===== src/rtl/wpdd_pkg.sv =====
// Shared types, register codes and constants of the weighted PID drive controller.
package wpdd_pkg;

	localparam int REG_IDX_W  = 3;
	localparam int MAG_W      = 34;
	localparam int GAIN_W     = 32;
	localparam int PROD_W     = 64;
	localparam int QUOT_W     = 34;
	localparam int DIV_CNT_W  = 6;

	localparam logic [DIV_CNT_W-1:0] DIV_STEPS = 6'd34;
	localparam logic [31:0] WEIGHT_ONE = 32'd65536;

	localparam logic [REG_IDX_W-1:0] REG_GAIN_PROP   = 3'd0;
	localparam logic [REG_IDX_W-1:0] REG_GAIN_INTEG  = 3'd1;
	localparam logic [REG_IDX_W-1:0] REG_GAIN_DERIV  = 3'd2;
	localparam logic [REG_IDX_W-1:0] REG_REAR_WEIGHT = 3'd3;
	localparam logic [REG_IDX_W-1:0] REG_FRONT_SCALE = 3'd4;
	localparam logic [REG_IDX_W-1:0] REG_BACK_SCALE  = 3'd5;
	localparam logic [REG_IDX_W-1:0] REG_MAX_SPEED   = 3'd6;

	typedef struct packed {
		logic signed [31:0] gain_prop;
		logic signed [31:0] gain_integ;
		logic signed [31:0] gain_deriv;
		logic        [30:0] rear_weight;
		logic signed [31:0] front_scale;
		logic signed [31:0] back_scale;
		logic signed [31:0] max_speed;
	} cfg_t;

	localparam cfg_t CFG_RESET = '{
		gain_prop:   32'sd65536,
		gain_integ:  32'sd0,
		gain_deriv:  32'sd0,
		rear_weight: 31'd65536,
		front_scale: 32'sd65536,
		back_scale:  32'sd65536,
		max_speed:   32'sd6553600
	};

	typedef struct packed {
		logic signed [31:0] front_left_err;
		logic signed [31:0] front_right_err;
		logic signed [31:0] rear_left_err;
		logic signed [31:0] rear_right_err;
		logic               forward_dir;
		logic signed [31:0] nominal_speed;
	} item_t;

	typedef struct packed {
		logic signed [31:0] left_speed;
		logic signed [31:0] right_speed;
	} res_t;

	typedef struct packed {
		logic              start;
		logic [MAG_W-1:0]  a;
		logic [GAIN_W-1:0] b;
	} mul_req_t;

	typedef struct packed {
		logic              start;
		logic [PROD_W-1:0] dividend;
		logic [31:0]       divisor;
	} div_req_t;

	typedef enum logic [2:0] {
		ST_IDLE,
		ST_WMUL,
		ST_DIV,
		ST_PMUL,
		ST_IMUL,
		ST_DMUL,
		ST_TMUL,
		ST_OUT
	} state_t;

endpackage


===== src/rtl/wpdd_ifs.sv =====
// Channel interfaces of the weighted PID drive controller: sensor items, wheel items, config writes.
interface wpdd_sensor_if import wpdd_pkg::*; ();
	logic               valid;
	logic               ready;
	logic signed [31:0] front_left_err;
	logic signed [31:0] front_right_err;
	logic signed [31:0] rear_left_err;
	logic signed [31:0] rear_right_err;
	logic               forward_dir;
	logic signed [31:0] nominal_speed;

	modport source (
		output valid, front_left_err, front_right_err, rear_left_err, rear_right_err,
		output forward_dir, nominal_speed,
		input  ready
	);
	modport sink (
		input  valid, front_left_err, front_right_err, rear_left_err, rear_right_err,
		input  forward_dir, nominal_speed,
		output ready
	);
endinterface

interface wpdd_wheel_if import wpdd_pkg::*; ();
	logic               valid;
	logic               ready;
	logic signed [31:0] left_speed;
	logic signed [31:0] right_speed;

	modport source (output valid, left_speed, right_speed, input ready);
	modport sink (input valid, left_speed, right_speed, output ready);
endinterface

interface wpdd_cfg_if import wpdd_pkg::*; ();
	logic                 valid;
	logic                 ready;
	logic [REG_IDX_W-1:0] reg_index;
	logic [31:0]          wr_data;

	modport source (output valid, reg_index, wr_data, input ready);
	modport sink (input valid, reg_index, wr_data, output ready);
endinterface


===== src/rtl/wpdd_mul.sv =====
// Shared magnitude multiplier: 34 x 32 bits in two passes of a 17 x 32 partial product.
module wpdd_mul import wpdd_pkg::*; (
	input  logic              clk,
	input  logic              arst_n,
	input  mul_req_t          req,
	output logic              done,
	output logic [PROD_W-1:0] prod
);

	logic [MAG_W-1:0]  a_q;
	logic [GAIN_W-1:0] b_q;
	logic              busy_q;
	logic              hi_q;
	logic              done_q;
	logic [PROD_W-1:0] acc_q;
	logic [16:0]       a_part;
	logic [48:0]       pp;
	logic [PROD_W-1:0] pp_w;

	assign a_part = hi_q ? a_q[33:17] : a_q[16:0];
	assign pp     = 49'(a_part) * 49'(b_q);
	assign pp_w   = {15'd0, pp};

	always_ff @(posedge clk or negedge arst_n) begin
		if (!arst_n) begin
			busy_q <= 1'b0;
			hi_q   <= 1'b0;
			done_q <= 1'b0;
		end else begin
			done_q <= 1'b0;
			if (req.start) begin
				busy_q <= 1'b1;
				hi_q   <= 1'b0;
			end else if (busy_q) begin
				if (hi_q) begin
					busy_q <= 1'b0;
					hi_q   <= 1'b0;
					done_q <= 1'b1;
				end else begin
					hi_q <= 1'b1;
				end
			end
		end
	end

	always_ff @(posedge clk) begin
		if (req.start) begin
			a_q <= req.a;
			b_q <= req.b;
		end else if (busy_q) begin
			// low half first, then add the high half shifted into place
			if (hi_q)
				acc_q <= acc_q + (pp_w << 17);
			else
				acc_q <= pp_w;
		end
	end

	assign done = done_q;
	assign prod = acc_q;

endmodule


===== src/rtl/wpdd_div.sv =====
// Restoring divider, one quotient bit per cycle, for the weighted error average.
module wpdd_div import wpdd_pkg::*; (
	input  logic              clk,
	input  logic              arst_n,
	input  div_req_t          req,
	output logic              done,
	output logic [QUOT_W-1:0] quot
);

	logic [31:0]          rem_q;
	logic [QUOT_W-1:0]    sh_q;
	logic [31:0]          den_q;
	logic [DIV_CNT_W-1:0] cnt_q;
	logic                 busy_q;
	logic                 done_q;
	logic [32:0]          trial;
	logic [32:0]          diff;
	logic                 ge;

	assign trial = {rem_q, sh_q[QUOT_W-1]};
	assign diff  = trial - {1'b0, den_q};
	assign ge    = trial >= {1'b0, den_q};

	always_ff @(posedge clk or negedge arst_n) begin
		if (!arst_n) begin
			busy_q <= 1'b0;
			done_q <= 1'b0;
			cnt_q  <= '0;
		end else begin
			done_q <= 1'b0;
			if (req.start) begin
				busy_q <= 1'b1;
				cnt_q  <= DIV_STEPS;
			end else if (busy_q) begin
				cnt_q <= cnt_q - 1'b1;
				if (cnt_q == 6'd1) begin
					busy_q <= 1'b0;
					done_q <= 1'b1;
				end
			end
		end
	end

	// quotient is below 2^34, so the top dividend bits start as the remainder
	always_ff @(posedge clk) begin
		if (req.start) begin
			rem_q <= {2'b00, req.dividend[PROD_W-1:QUOT_W]};
			sh_q  <= req.dividend[QUOT_W-1:0];
			den_q <= req.divisor;
		end else if (busy_q) begin
			rem_q <= ge ? diff[31:0] : trial[31:0];
			sh_q  <= {sh_q[QUOT_W-2:0], ge};
		end
	end

	assign done = done_q;
	assign quot = sh_q;

endmodule


===== src/rtl/wpdd_ctrl.sv =====
// Sequencer and datapath registers: steps one item through the shared multiplier and divider.
module wpdd_ctrl import wpdd_pkg::*; (
	input  logic              clk,
	input  logic              arst_n,
	input  cfg_t              cfg,
	input  logic              item_valid,
	input  item_t             item,
	output logic              item_ready,
	output logic              res_valid,
	output res_t              res,
	input  logic              res_ready,
	output mul_req_t          mul_req,
	input  logic              mul_done,
	input  logic [PROD_W-1:0] mul_prod,
	output div_req_t          div_req,
	input  logic              div_done,
	input  logic [QUOT_W-1:0] div_quot
);

	function automatic logic [MAG_W-1:0] mag34(input logic signed [MAG_W-1:0] v);
		logic [MAG_W-1:0] r;
		r = v[MAG_W-1] ? MAG_W'(-v) : MAG_W'(v);
		return r;
	endfunction

	function automatic logic [31:0] mag32(input logic signed [31:0] v);
		logic [31:0] r;
		r = v[31] ? 32'(-v) : 32'(v);
		return r;
	endfunction

	function automatic logic signed [49:0] mulq_fix(input logic [PROD_W-1:0] p, input logic neg);
		logic signed [49:0] m;
		m = $signed({2'b00, p[PROD_W-1:16]});
		return neg ? -m : m;
	endfunction

	function automatic logic signed [31:0] sat32(input logic signed [50:0] v);
		logic signed [31:0] r;
		r = v[31:0];
		if (!v[50] && (|v[49:31]))
			r = 32'sh7FFFFFFF;
		else if (v[50] && !(&v[49:31]))
			r = 32'sh80000000;
		return r;
	endfunction

	function automatic logic signed [31:0] clamp_speed(input logic signed [50:0] x,
			input logic signed [31:0] top, input logic signed [31:0] nom);
		logic signed [50:0] y;
		y = (x > 51'(top)) ? 51'(top) : x;
		y = (y < 51'(nom)) ? 51'(nom) : y;
		return y[31:0];
	endfunction

	state_t state_q, state_d;
	logic   issued_q;
	logic   use_mul, use_div;
	logic   mul_neg;

	logic signed [32:0] f_q;
	logic signed [33:0] diff_q;
	logic signed [31:0] nom_q;
	logic               fwd_q;
	logic signed [32:0] avg_q;
	logic signed [31:0] prop_q;
	logic signed [31:0] pid_q;
	logic signed [49:0] tot_q;
	logic signed [31:0] last_q;
	logic signed [31:0] integ_q;

	logic signed [32:0] f_sum, r_sum;
	logic signed [34:0] part;
	logic signed [32:0] dp;
	logic signed [31:0] scale;
	logic signed [49:0] mq;
	logic signed [50:0] t2;

	assign f_sum = 33'(item.front_left_err) + 33'(item.front_right_err);
	assign r_sum = 33'(item.rear_left_err) + 33'(item.rear_right_err);
	assign part  = diff_q[33] ? -$signed({1'b0, div_quot}) : $signed({1'b0, div_quot});
	assign dp    = 33'(prop_q) - 33'(last_q);
	assign scale = fwd_q ? cfg.front_scale : cfg.back_scale;
	assign mq    = mulq_fix(mul_prod, mul_neg);
	assign t2    = 51'(tot_q) <<< 1;

	always_ff @(posedge clk or negedge arst_n) begin
		if (!arst_n) begin
			state_q  <= ST_IDLE;
			issued_q <= 1'b0;
			last_q   <= '0;
			integ_q  <= '0;
		end else begin
			state_q <= state_d;
			if (mul_req.start || div_req.start)
				issued_q <= 1'b1;
			else if (mul_done || div_done)
				issued_q <= 1'b0;
			if (state_q == ST_IMUL && mul_done)
				integ_q <= sat32(51'(integ_q) + 51'(mq));
			if (state_q == ST_DMUL && mul_done)
				last_q <= prop_q;
		end
	end

	always_ff @(posedge clk) begin
		case (state_q)
			ST_IDLE: begin
				if (item_valid) begin
					f_q    <= f_sum;
					diff_q <= 34'(r_sum) - 34'(f_sum);
					nom_q  <= item.nominal_speed;
					fwd_q  <= item.forward_dir;
				end
			end
			ST_DIV: begin
				if (div_done)
					avg_q <= 33'(35'(f_q) + part);
			end
			ST_PMUL: begin
				if (mul_done)
					prop_q <= sat32(51'(mq));
			end
			ST_DMUL: begin
				if (mul_done)
					pid_q <= sat32(51'(prop_q) + 51'(integ_q) + 51'(mq));
			end
			ST_TMUL: begin
				if (mul_done)
					tot_q <= mq;
			end
			default: ;
		endcase
	end

	always_comb begin
		state_d    = state_q;
		mul_req    = '0;
		div_req    = '0;
		use_mul    = 1'b0;
		use_div    = 1'b0;
		mul_neg    = 1'b0;
		item_ready = 1'b0;
		res_valid  = 1'b0;
		case (state_q)
			ST_IDLE: begin
				item_ready = 1'b1;
				if (item_valid)
					state_d = ST_WMUL;
			end
			ST_WMUL: begin
				use_mul   = 1'b1;
				mul_req.a = mag34(diff_q);
				mul_req.b = {1'b0, cfg.rear_weight};
				mul_neg   = diff_q[33];
				if (mul_done)
					state_d = ST_DIV;
			end
			ST_DIV: begin
				// divide w*|F-R| by 1.0 + w; the product stays held in the multiplier
				use_div          = 1'b1;
				div_req.dividend = mul_prod;
				div_req.divisor  = {1'b0, cfg.rear_weight} + WEIGHT_ONE;
				if (div_done)
					state_d = ST_PMUL;
			end
			ST_PMUL: begin
				use_mul   = 1'b1;
				mul_req.a = mag34(34'(avg_q));
				mul_req.b = mag32(cfg.gain_prop);
				mul_neg   = avg_q[32] ^ cfg.gain_prop[31];
				if (mul_done)
					state_d = ST_IMUL;
			end
			ST_IMUL: begin
				use_mul   = 1'b1;
				mul_req.a = mag34(34'(last_q));
				mul_req.b = mag32(cfg.gain_integ);
				mul_neg   = last_q[31] ^ cfg.gain_integ[31];
				if (mul_done)
					state_d = ST_DMUL;
			end
			ST_DMUL: begin
				use_mul   = 1'b1;
				mul_req.a = mag34(34'(dp));
				mul_req.b = mag32(cfg.gain_deriv);
				mul_neg   = dp[32] ^ cfg.gain_deriv[31];
				if (mul_done)
					state_d = ST_TMUL;
			end
			ST_TMUL: begin
				use_mul   = 1'b1;
				mul_req.a = mag34(34'(pid_q));
				mul_req.b = mag32(scale);
				mul_neg   = pid_q[31] ^ scale[31];
				if (mul_done)
					state_d = ST_OUT;
			end
			ST_OUT: begin
				res_valid = 1'b1;
				if (res_ready)
					state_d = ST_IDLE;
			end
			default: state_d = ST_IDLE;
		endcase
		mul_req.start = use_mul && !issued_q;
		div_req.start = use_div && !issued_q;
	end

	assign res.left_speed  = clamp_speed(51'(nom_q) - t2, cfg.max_speed, nom_q);
	assign res.right_speed = clamp_speed(51'(nom_q) + t2, cfg.max_speed, nom_q);

endmodule


===== src/rtl/weighted_pid_differential_drive_top.sv =====
// Top level of the weighted PID differential drive controller.
//
//   channel  dir  handshake      payload
//   sensor   in   valid/ready    four errors, forward_dir, nominal_speed
//   wheel    out  valid/ready    left_speed, right_speed
//   cfg      in   valid/ready    reg_index, wr_data (always ready)
//
// An item is accepted only while the sequencer is idle; its time until the next acceptance
// is spent almost wholly in five passes through the two-pass shared multiplier and in the
// 34-step restoring divider.
// The result goes to an output register; the next item is accepted while it waits.
// A stalled wheel channel holds the sequencer at its last step once the output is full.
// Reset (arst_n low) clears the PID state and loads the register defaults.
module weighted_pid_differential_drive_top import wpdd_pkg::*; (
	input logic          clk,
	input logic          arst_n,
	wpdd_sensor_if.sink  sensor,
	wpdd_wheel_if.source wheel,
	wpdd_cfg_if.sink     cfg
);

	cfg_t     cfg_q;
	item_t    item;
	res_t     res;
	logic     item_ready;
	logic     res_valid;
	logic     slot_free;
	mul_req_t mul_req;
	logic     mul_done;
	logic [PROD_W-1:0] mul_prod;
	div_req_t div_req;
	logic     div_done;
	logic [QUOT_W-1:0] div_quot;

	logic               out_valid_q;
	logic signed [31:0] left_q;
	logic signed [31:0] right_q;

	assign cfg.ready = 1'b1;

	always_ff @(posedge clk or negedge arst_n) begin
		if (!arst_n) begin
			cfg_q <= CFG_RESET;
		end else if (cfg.valid) begin
			case (cfg.reg_index)
				REG_GAIN_PROP:   cfg_q.gain_prop   <= $signed(cfg.wr_data);
				REG_GAIN_INTEG:  cfg_q.gain_integ  <= $signed(cfg.wr_data);
				REG_GAIN_DERIV:  cfg_q.gain_deriv  <= $signed(cfg.wr_data);
				REG_REAR_WEIGHT: cfg_q.rear_weight <= cfg.wr_data[30:0];
				REG_FRONT_SCALE: cfg_q.front_scale <= $signed(cfg.wr_data);
				REG_BACK_SCALE:  cfg_q.back_scale  <= $signed(cfg.wr_data);
				REG_MAX_SPEED:   cfg_q.max_speed   <= $signed(cfg.wr_data);
				default: ;
			endcase
		end
	end

	assign item.front_left_err  = sensor.front_left_err;
	assign item.front_right_err = sensor.front_right_err;
	assign item.rear_left_err   = sensor.rear_left_err;
	assign item.rear_right_err  = sensor.rear_right_err;
	assign item.forward_dir     = sensor.forward_dir;
	assign item.nominal_speed   = sensor.nominal_speed;
	assign sensor.ready         = item_ready;

	assign slot_free = !out_valid_q || wheel.ready;

	always_ff @(posedge clk or negedge arst_n) begin
		if (!arst_n)
			out_valid_q <= 1'b0;
		else if (res_valid && slot_free)
			out_valid_q <= 1'b1;
		else if (wheel.ready)
			out_valid_q <= 1'b0;
	end

	always_ff @(posedge clk) begin
		if (res_valid && slot_free) begin
			left_q  <= res.left_speed;
			right_q <= res.right_speed;
		end
	end

	assign wheel.valid       = out_valid_q;
	assign wheel.left_speed  = left_q;
	assign wheel.right_speed = right_q;

	wpdd_ctrl u_ctrl (
		.clk        (clk),
		.arst_n     (arst_n),
		.cfg        (cfg_q),
		.item_valid (sensor.valid),
		.item       (item),
		.item_ready (item_ready),
		.res_valid  (res_valid),
		.res        (res),
		.res_ready  (slot_free),
		.mul_req    (mul_req),
		.mul_done   (mul_done),
		.mul_prod   (mul_prod),
		.div_req    (div_req),
		.div_done   (div_done),
		.div_quot   (div_quot)
	);

	wpdd_mul u_mul (
		.clk    (clk),
		.arst_n (arst_n),
		.req    (mul_req),
		.done   (mul_done),
		.prod   (mul_prod)
	);

	wpdd_div u_div (
		.clk    (clk),
		.arst_n (arst_n),
		.req    (div_req),
		.done   (div_done),
		.quot   (div_quot)
	);

endmodule

===== src/flat_wrapper.sv =====
// flat-port wrapper written by rule: the top's interface ports become plain ports
module weighted_pid_differential_drive_top_flat import wpdd_pkg::*;
  (clk, arst_n, sensor_valid, sensor_front_left_err, sensor_front_right_err, sensor_rear_left_err, sensor_rear_right_err, sensor_forward_dir, sensor_nominal_speed, sensor_ready, wheel_valid, wheel_left_speed, wheel_right_speed, wheel_ready, cfg_valid, cfg_reg_index, cfg_wr_data, cfg_ready);
  wpdd_sensor_if sensor_i ();
  wpdd_wheel_if wheel_i ();
  wpdd_cfg_if cfg_i ();
  input logic clk;
  input logic arst_n;
  input wire logic [$bits(sensor_i.valid)-1:0] sensor_valid;
  input wire logic [$bits(sensor_i.front_left_err)-1:0] sensor_front_left_err;
  input wire logic [$bits(sensor_i.front_right_err)-1:0] sensor_front_right_err;
  input wire logic [$bits(sensor_i.rear_left_err)-1:0] sensor_rear_left_err;
  input wire logic [$bits(sensor_i.rear_right_err)-1:0] sensor_rear_right_err;
  input wire logic [$bits(sensor_i.forward_dir)-1:0] sensor_forward_dir;
  input wire logic [$bits(sensor_i.nominal_speed)-1:0] sensor_nominal_speed;
  output wire logic [$bits(sensor_i.ready)-1:0] sensor_ready;
  output wire logic [$bits(wheel_i.valid)-1:0] wheel_valid;
  output wire logic [$bits(wheel_i.left_speed)-1:0] wheel_left_speed;
  output wire logic [$bits(wheel_i.right_speed)-1:0] wheel_right_speed;
  input wire logic [$bits(wheel_i.ready)-1:0] wheel_ready;
  input wire logic [$bits(cfg_i.valid)-1:0] cfg_valid;
  input wire logic [$bits(cfg_i.reg_index)-1:0] cfg_reg_index;
  input wire logic [$bits(cfg_i.wr_data)-1:0] cfg_wr_data;
  output wire logic [$bits(cfg_i.ready)-1:0] cfg_ready;
  assign sensor_i.valid = sensor_valid;
  assign sensor_i.front_left_err = sensor_front_left_err;
  assign sensor_i.front_right_err = sensor_front_right_err;
  assign sensor_i.rear_left_err = sensor_rear_left_err;
  assign sensor_i.rear_right_err = sensor_rear_right_err;
  assign sensor_i.forward_dir = sensor_forward_dir;
  assign sensor_i.nominal_speed = sensor_nominal_speed;
  assign sensor_ready = sensor_i.ready;
  assign wheel_valid = wheel_i.valid;
  assign wheel_left_speed = wheel_i.left_speed;
  assign wheel_right_speed = wheel_i.right_speed;
  assign wheel_i.ready = wheel_ready;
  assign cfg_i.valid = cfg_valid;
  assign cfg_i.reg_index = cfg_reg_index;
  assign cfg_i.wr_data = cfg_wr_data;
  assign cfg_ready = cfg_i.ready;
  weighted_pid_differential_drive_top u_core (.clk(clk), .arst_n(arst_n), .sensor(sensor_i), .wheel(wheel_i), .cfg(cfg_i));
endmodule

===== config.mk =====
export PLATFORM = sky130hd
export DESIGN_NAME = weighted_pid_differential_drive_top_flat
export DESIGN_NICKNAME = d
export VERILOG_FILES = /design/src/rtl/wpdd_pkg.sv /design/src/rtl/wpdd_ifs.sv /design/src/rtl/wpdd_mul.sv /design/src/rtl/wpdd_div.sv /design/src/rtl/wpdd_ctrl.sv /design/src/rtl/weighted_pid_differential_drive_top.sv /design/src/flat_wrapper.sv
export SDC_FILE = /design/constraint.sdc
export NUM_CORES = 2
export LEC_CHECK = 0
export BUFFER_PORTS_ARGS = -buffer_cell sky130_fd_sc_hd__buf_2
export CAP_MARGIN = 20
export CORE_ASPECT_RATIO = 1.75
export CORE_MARGIN = 3
export CORE_UTILIZATION = 30
export DETAILED_ROUTE_END_ITERATION = 7
export SKIP_CTS_REPAIR_TIMING = 1
export SLEW_MARGIN = 20
export SYNTH_ARGS = -nofsm -noshare
export SYNTH_HDL_FRONTEND = slang
export SYNTH_HIERARCHICAL = 1
export SYNTH_SLANG_ARGS = --single-unit
export TNS_END_PERCENT = 1

===== constraint.sdc =====
create_clock -name clk -period 15.4 [get_ports clk]
set_input_delay 0.77 -clock clk [delete_from_list [all_inputs] [get_ports clk]]
set_output_delay 0.77 -clock clk [all_outputs]
set_load 0.01 [all_outputs]

==> metrics.md <==
| Metric | Value |
|---|---|
| Max-cap violations | `0` |
| Final net count | `11300` |
| Die Y | `725 microns` |
| Synth Cell Area | `0.0886 sq mm` |
| Post-synthesis register bit count | `842` |
| Area growth from synthesis to layout | `10.2%` |
| Root Buffer | `clkbuf_16` |
| Cell variety after synth | `120` |
| CP required | `15880 ps` |
| PortBufs | `266` |
| Synth Warn # | `6` |
| Pre-CTS setup slack | `4870 ps` |
| CP peak stage delay | `530 ps` |
| Worst Setup SP | `u_core/u_ctrl/nom_q[1]$_DFFE_PP_` |
| Drt total wl | `323000 microns` |
| Reg clk slew, reported paths | `60 ps` |
| Commonest non-fill, non-tap cells in the layout | `inv_1, nand2_1, ha_1` |
| Syn avg cell area | `9.14 sq um` |
| Setup TNS | `0 ps` |
| DP Wirelength | `257000 microns` |
| Crit-path slowest cell | `buf_4` |
| Gpl congestion | `1.01` |
| Post-synth top area share | `18.2%` |
| RSZ-0062 raised after global routing | `no` |
| Commonest non-fill, non-tap cell in the layout | `inv_1` |
| Syn Inst Count | `9695` |
| Non-filler cells in the finished layout | `13700` |
| Setup Viol. Count Final | `0` |
| Main synth FF type | `edfxtp_1` |
| Iteration-0 DRC Markers | `5625` |
| Sequential share of the synthesized area | `26.8%` |
| IO Pins | `268` |
| Fin util | `33.3%` |
| Rel. slew slack | `5.00%` |
| Die ar. | `0.302 sq mm` |
| H-tree depth | `3` |
| Gr usage total | `20.7%` |
| ANT nets after route | `0` |
| Reg-to-Reg Start | `u_core/u_ctrl/nom_q[1]$_DFFE_PP_` |
| Worst Setup End Kind | `register` |
| CTS max path bufs | `3` |
| Post-synth ARST share | `36.0%` |
| Post-placement cell count | `13500` |
| Largest area contributor in the netlist | `edfxtp_1` |
| Die width | `417 microns` |
| Worst setup endpoint | `u_core/wheel.left_speed[28]$_DFFE_PP_` |
| Synth area leaders | `edfxtp_1, fa_1, ha_1` |
| Final period util | `69.1%` |
| Initial Util | `30.2%` |
| FP Rows | `263` |
| Initial DRT Pass Iterations | `8` |
| Avg Vias per Cell | `5.37` |
| Min Tclk post-route | `10640 ps` |
| Remaining DRCs | `0` |
| Global-route wire length before repair | `475000 microns` |
| Post-synth EDFFs | `537` |
| Routed len/inst | `23.6 microns` |
| Initial antenna violation count | `22` |
| Fmax | `93.9 MHz` |
| Status | `complete, no violations` |
| Critical R2R Capture | `u_core/wheel.left_speed[28]$_DFFE_PP_` |
| Core area | `0.294 sq mm` |
| CTS Buf Count | `93` |
| Reg2Reg Depth | `39` |
| CP Class | `register to register` |
| Final Hold Fails | `0` |
| Proportion of layout cells with a drive suffix above 1 | `9.91%` |
| CTS sink cnt | `842` |
| Final Skew | `79.6 ps` |
| Most Frequent Cell on Critical Path | `o21ai_0` |
| Largest net degree at the start of global routing | `153` |
| Worst-path fanout max | `61` |
| Vias in the first global route | `74400` |
| Slew Limit Fails | `0` |
| CTS tree | `yes` |
| Total global routing overflow | `0` |
| FILL cells | `30600` |
| Via Count | `73600` |
| Worst hold path class | `input port to asynchronous set/reset pin` |
| Final WS setup | `4760 ps` |
| CP Launch Type | `register` |
| Syn_nets | `11200` |
| Worst slew pin tran | `1410 ps` |
| Crit path DAT | `11130 ps` |
| FF-to-FF setup slack | `4760 ps` |
| Clk_lat worst skew | `750 ps` |
## flip-flops by register name (all words and copies together) (netlist names), 33 cells and up
signal                cells
u_core/u_div/quot        34
u_core/u_mul/a_q         34
u_core/u_ctrl/f_q        33
u_core/cfg_q            223
u_core/u_ctrl/tot_q      50
u_core/u_ctrl/diff_q     34
u_core/u_ctrl/avg_q      33
u_core/u_mul/prod        64
## worst min path at each step
stage,start,to,slack (ps)
2_1_floorplan,u_core/cfg_q[69]$_DFFE_PN0P_,u_core/cfg_q[69]$_DFFE_PN0P_,460
3_3_place_gp,u_core/cfg_q[93]$_DFFE_PN0P_,u_core/cfg_q[93]$_DFFE_PN0P_,470
3_5_place_dp,u_core/cfg_q[78]$_DFFE_PN0P_,u_core/cfg_q[78]$_DFFE_PN0P_,480
4_1_cts,arst_n,u_core/u_ctrl/integ_q[30]$_DFFE_PN0P_,50
5_1_grt,arst_n,u_core/u_ctrl/integ_q[30]$_DFFE_PN0P_,80
6_report,arst_n,u_core/wheel.valid$_DFFE_PN0P_,20
## stage by stage
| stage | area, sq um | hold WS [ps] |
|---|---|---|
| floorplan | 88600 | 458 |
| global placement | 94100 | 468 |
| detailed placement | 94100 | 479 |
| CTS | 97500 | 49.6 |
| global route | 97600 | 75.7 |
| finish | 97600 | 22.3 |
## area by class of cell
class	count	area, sq um	area share [%]
Multi-Input combinational cell	7398	59400	60.8
Sequential cell	842	23800	24.3
Tap cell	3842	4810	4.92
Inverter	1032	3870	3.97
Clock buffer	109	2440	2.50
Timing Repair Buffer	394	2330	2.39
Clock inverter	66	1000	1.03
Antenna cell	10	25.0	0.0256
## worst max-delay path: cells and delay by family, from the launching register on
| kind | cells | cell delay (ps) |
|---|---|---|
| buffers and inverters | 4 | 1310 |
| AOI/OAI and AO/OA | 16 | 4040 |
| muxes | 2 | 800 |
| and+or+nand+nor | 11 | 2310 |
| xor gates and xnor gates | 2 | 290 |
| DFF | 1 | 390 |
| adders and majority gates | 4 | 1280 |
## synthesized netlist by cell type (all sizes together) (255+ instances only)
cell / number
inv: 1030
nor2: 509
o21ai: 482
xnor2: 507
fa: 541
clkbuf: 336
ha: 749
xor2: 255
nand2: 997
edfxtp: 537
and2: 303
a21o: 296
a21oi: 590
dfrtp: 296
mux2: 343
## routing by layer
metal | routed length [microns] | up-vias | part of all wire, % | global-route usage (%)
li1 | - | 34000 | - | -
met1 | 115000 | 36300 | 35 | 22.0
met2 | 160000 | 2374 | 49 | 36.5
met3 | 14700 | 860 | 4.5 | 2.31
met4 | 33900 | 8 | 10 | 17.9
met5 | 55 | - | 0.017 | 0
## cell families (layout without fill, tap and decap cells)
group | Yosys count | in the layout | share of synthesized area [%]
AO/OA/AOI/OAI | 2232 | 2232 | 16.6
AND/OR/NAND/NOR | 2716 | 2716 | 14.9
XOR/XNOR | 763 | 763 | 7.57
flip-flops | 842 | 842 | 26.8
buffers and inverters | 1455 | 1601 | 6.37
adder cells (fa/ha/maj) | 1290 | 1290 | 22.8
multiplexers | 396 | 396 | 4.96
other | 1 | 11 | 0.00423
Power is left out: the tool's default activity adds up to more than one toggle a clock period on the data nets, which glitch-free logic cannot reach.
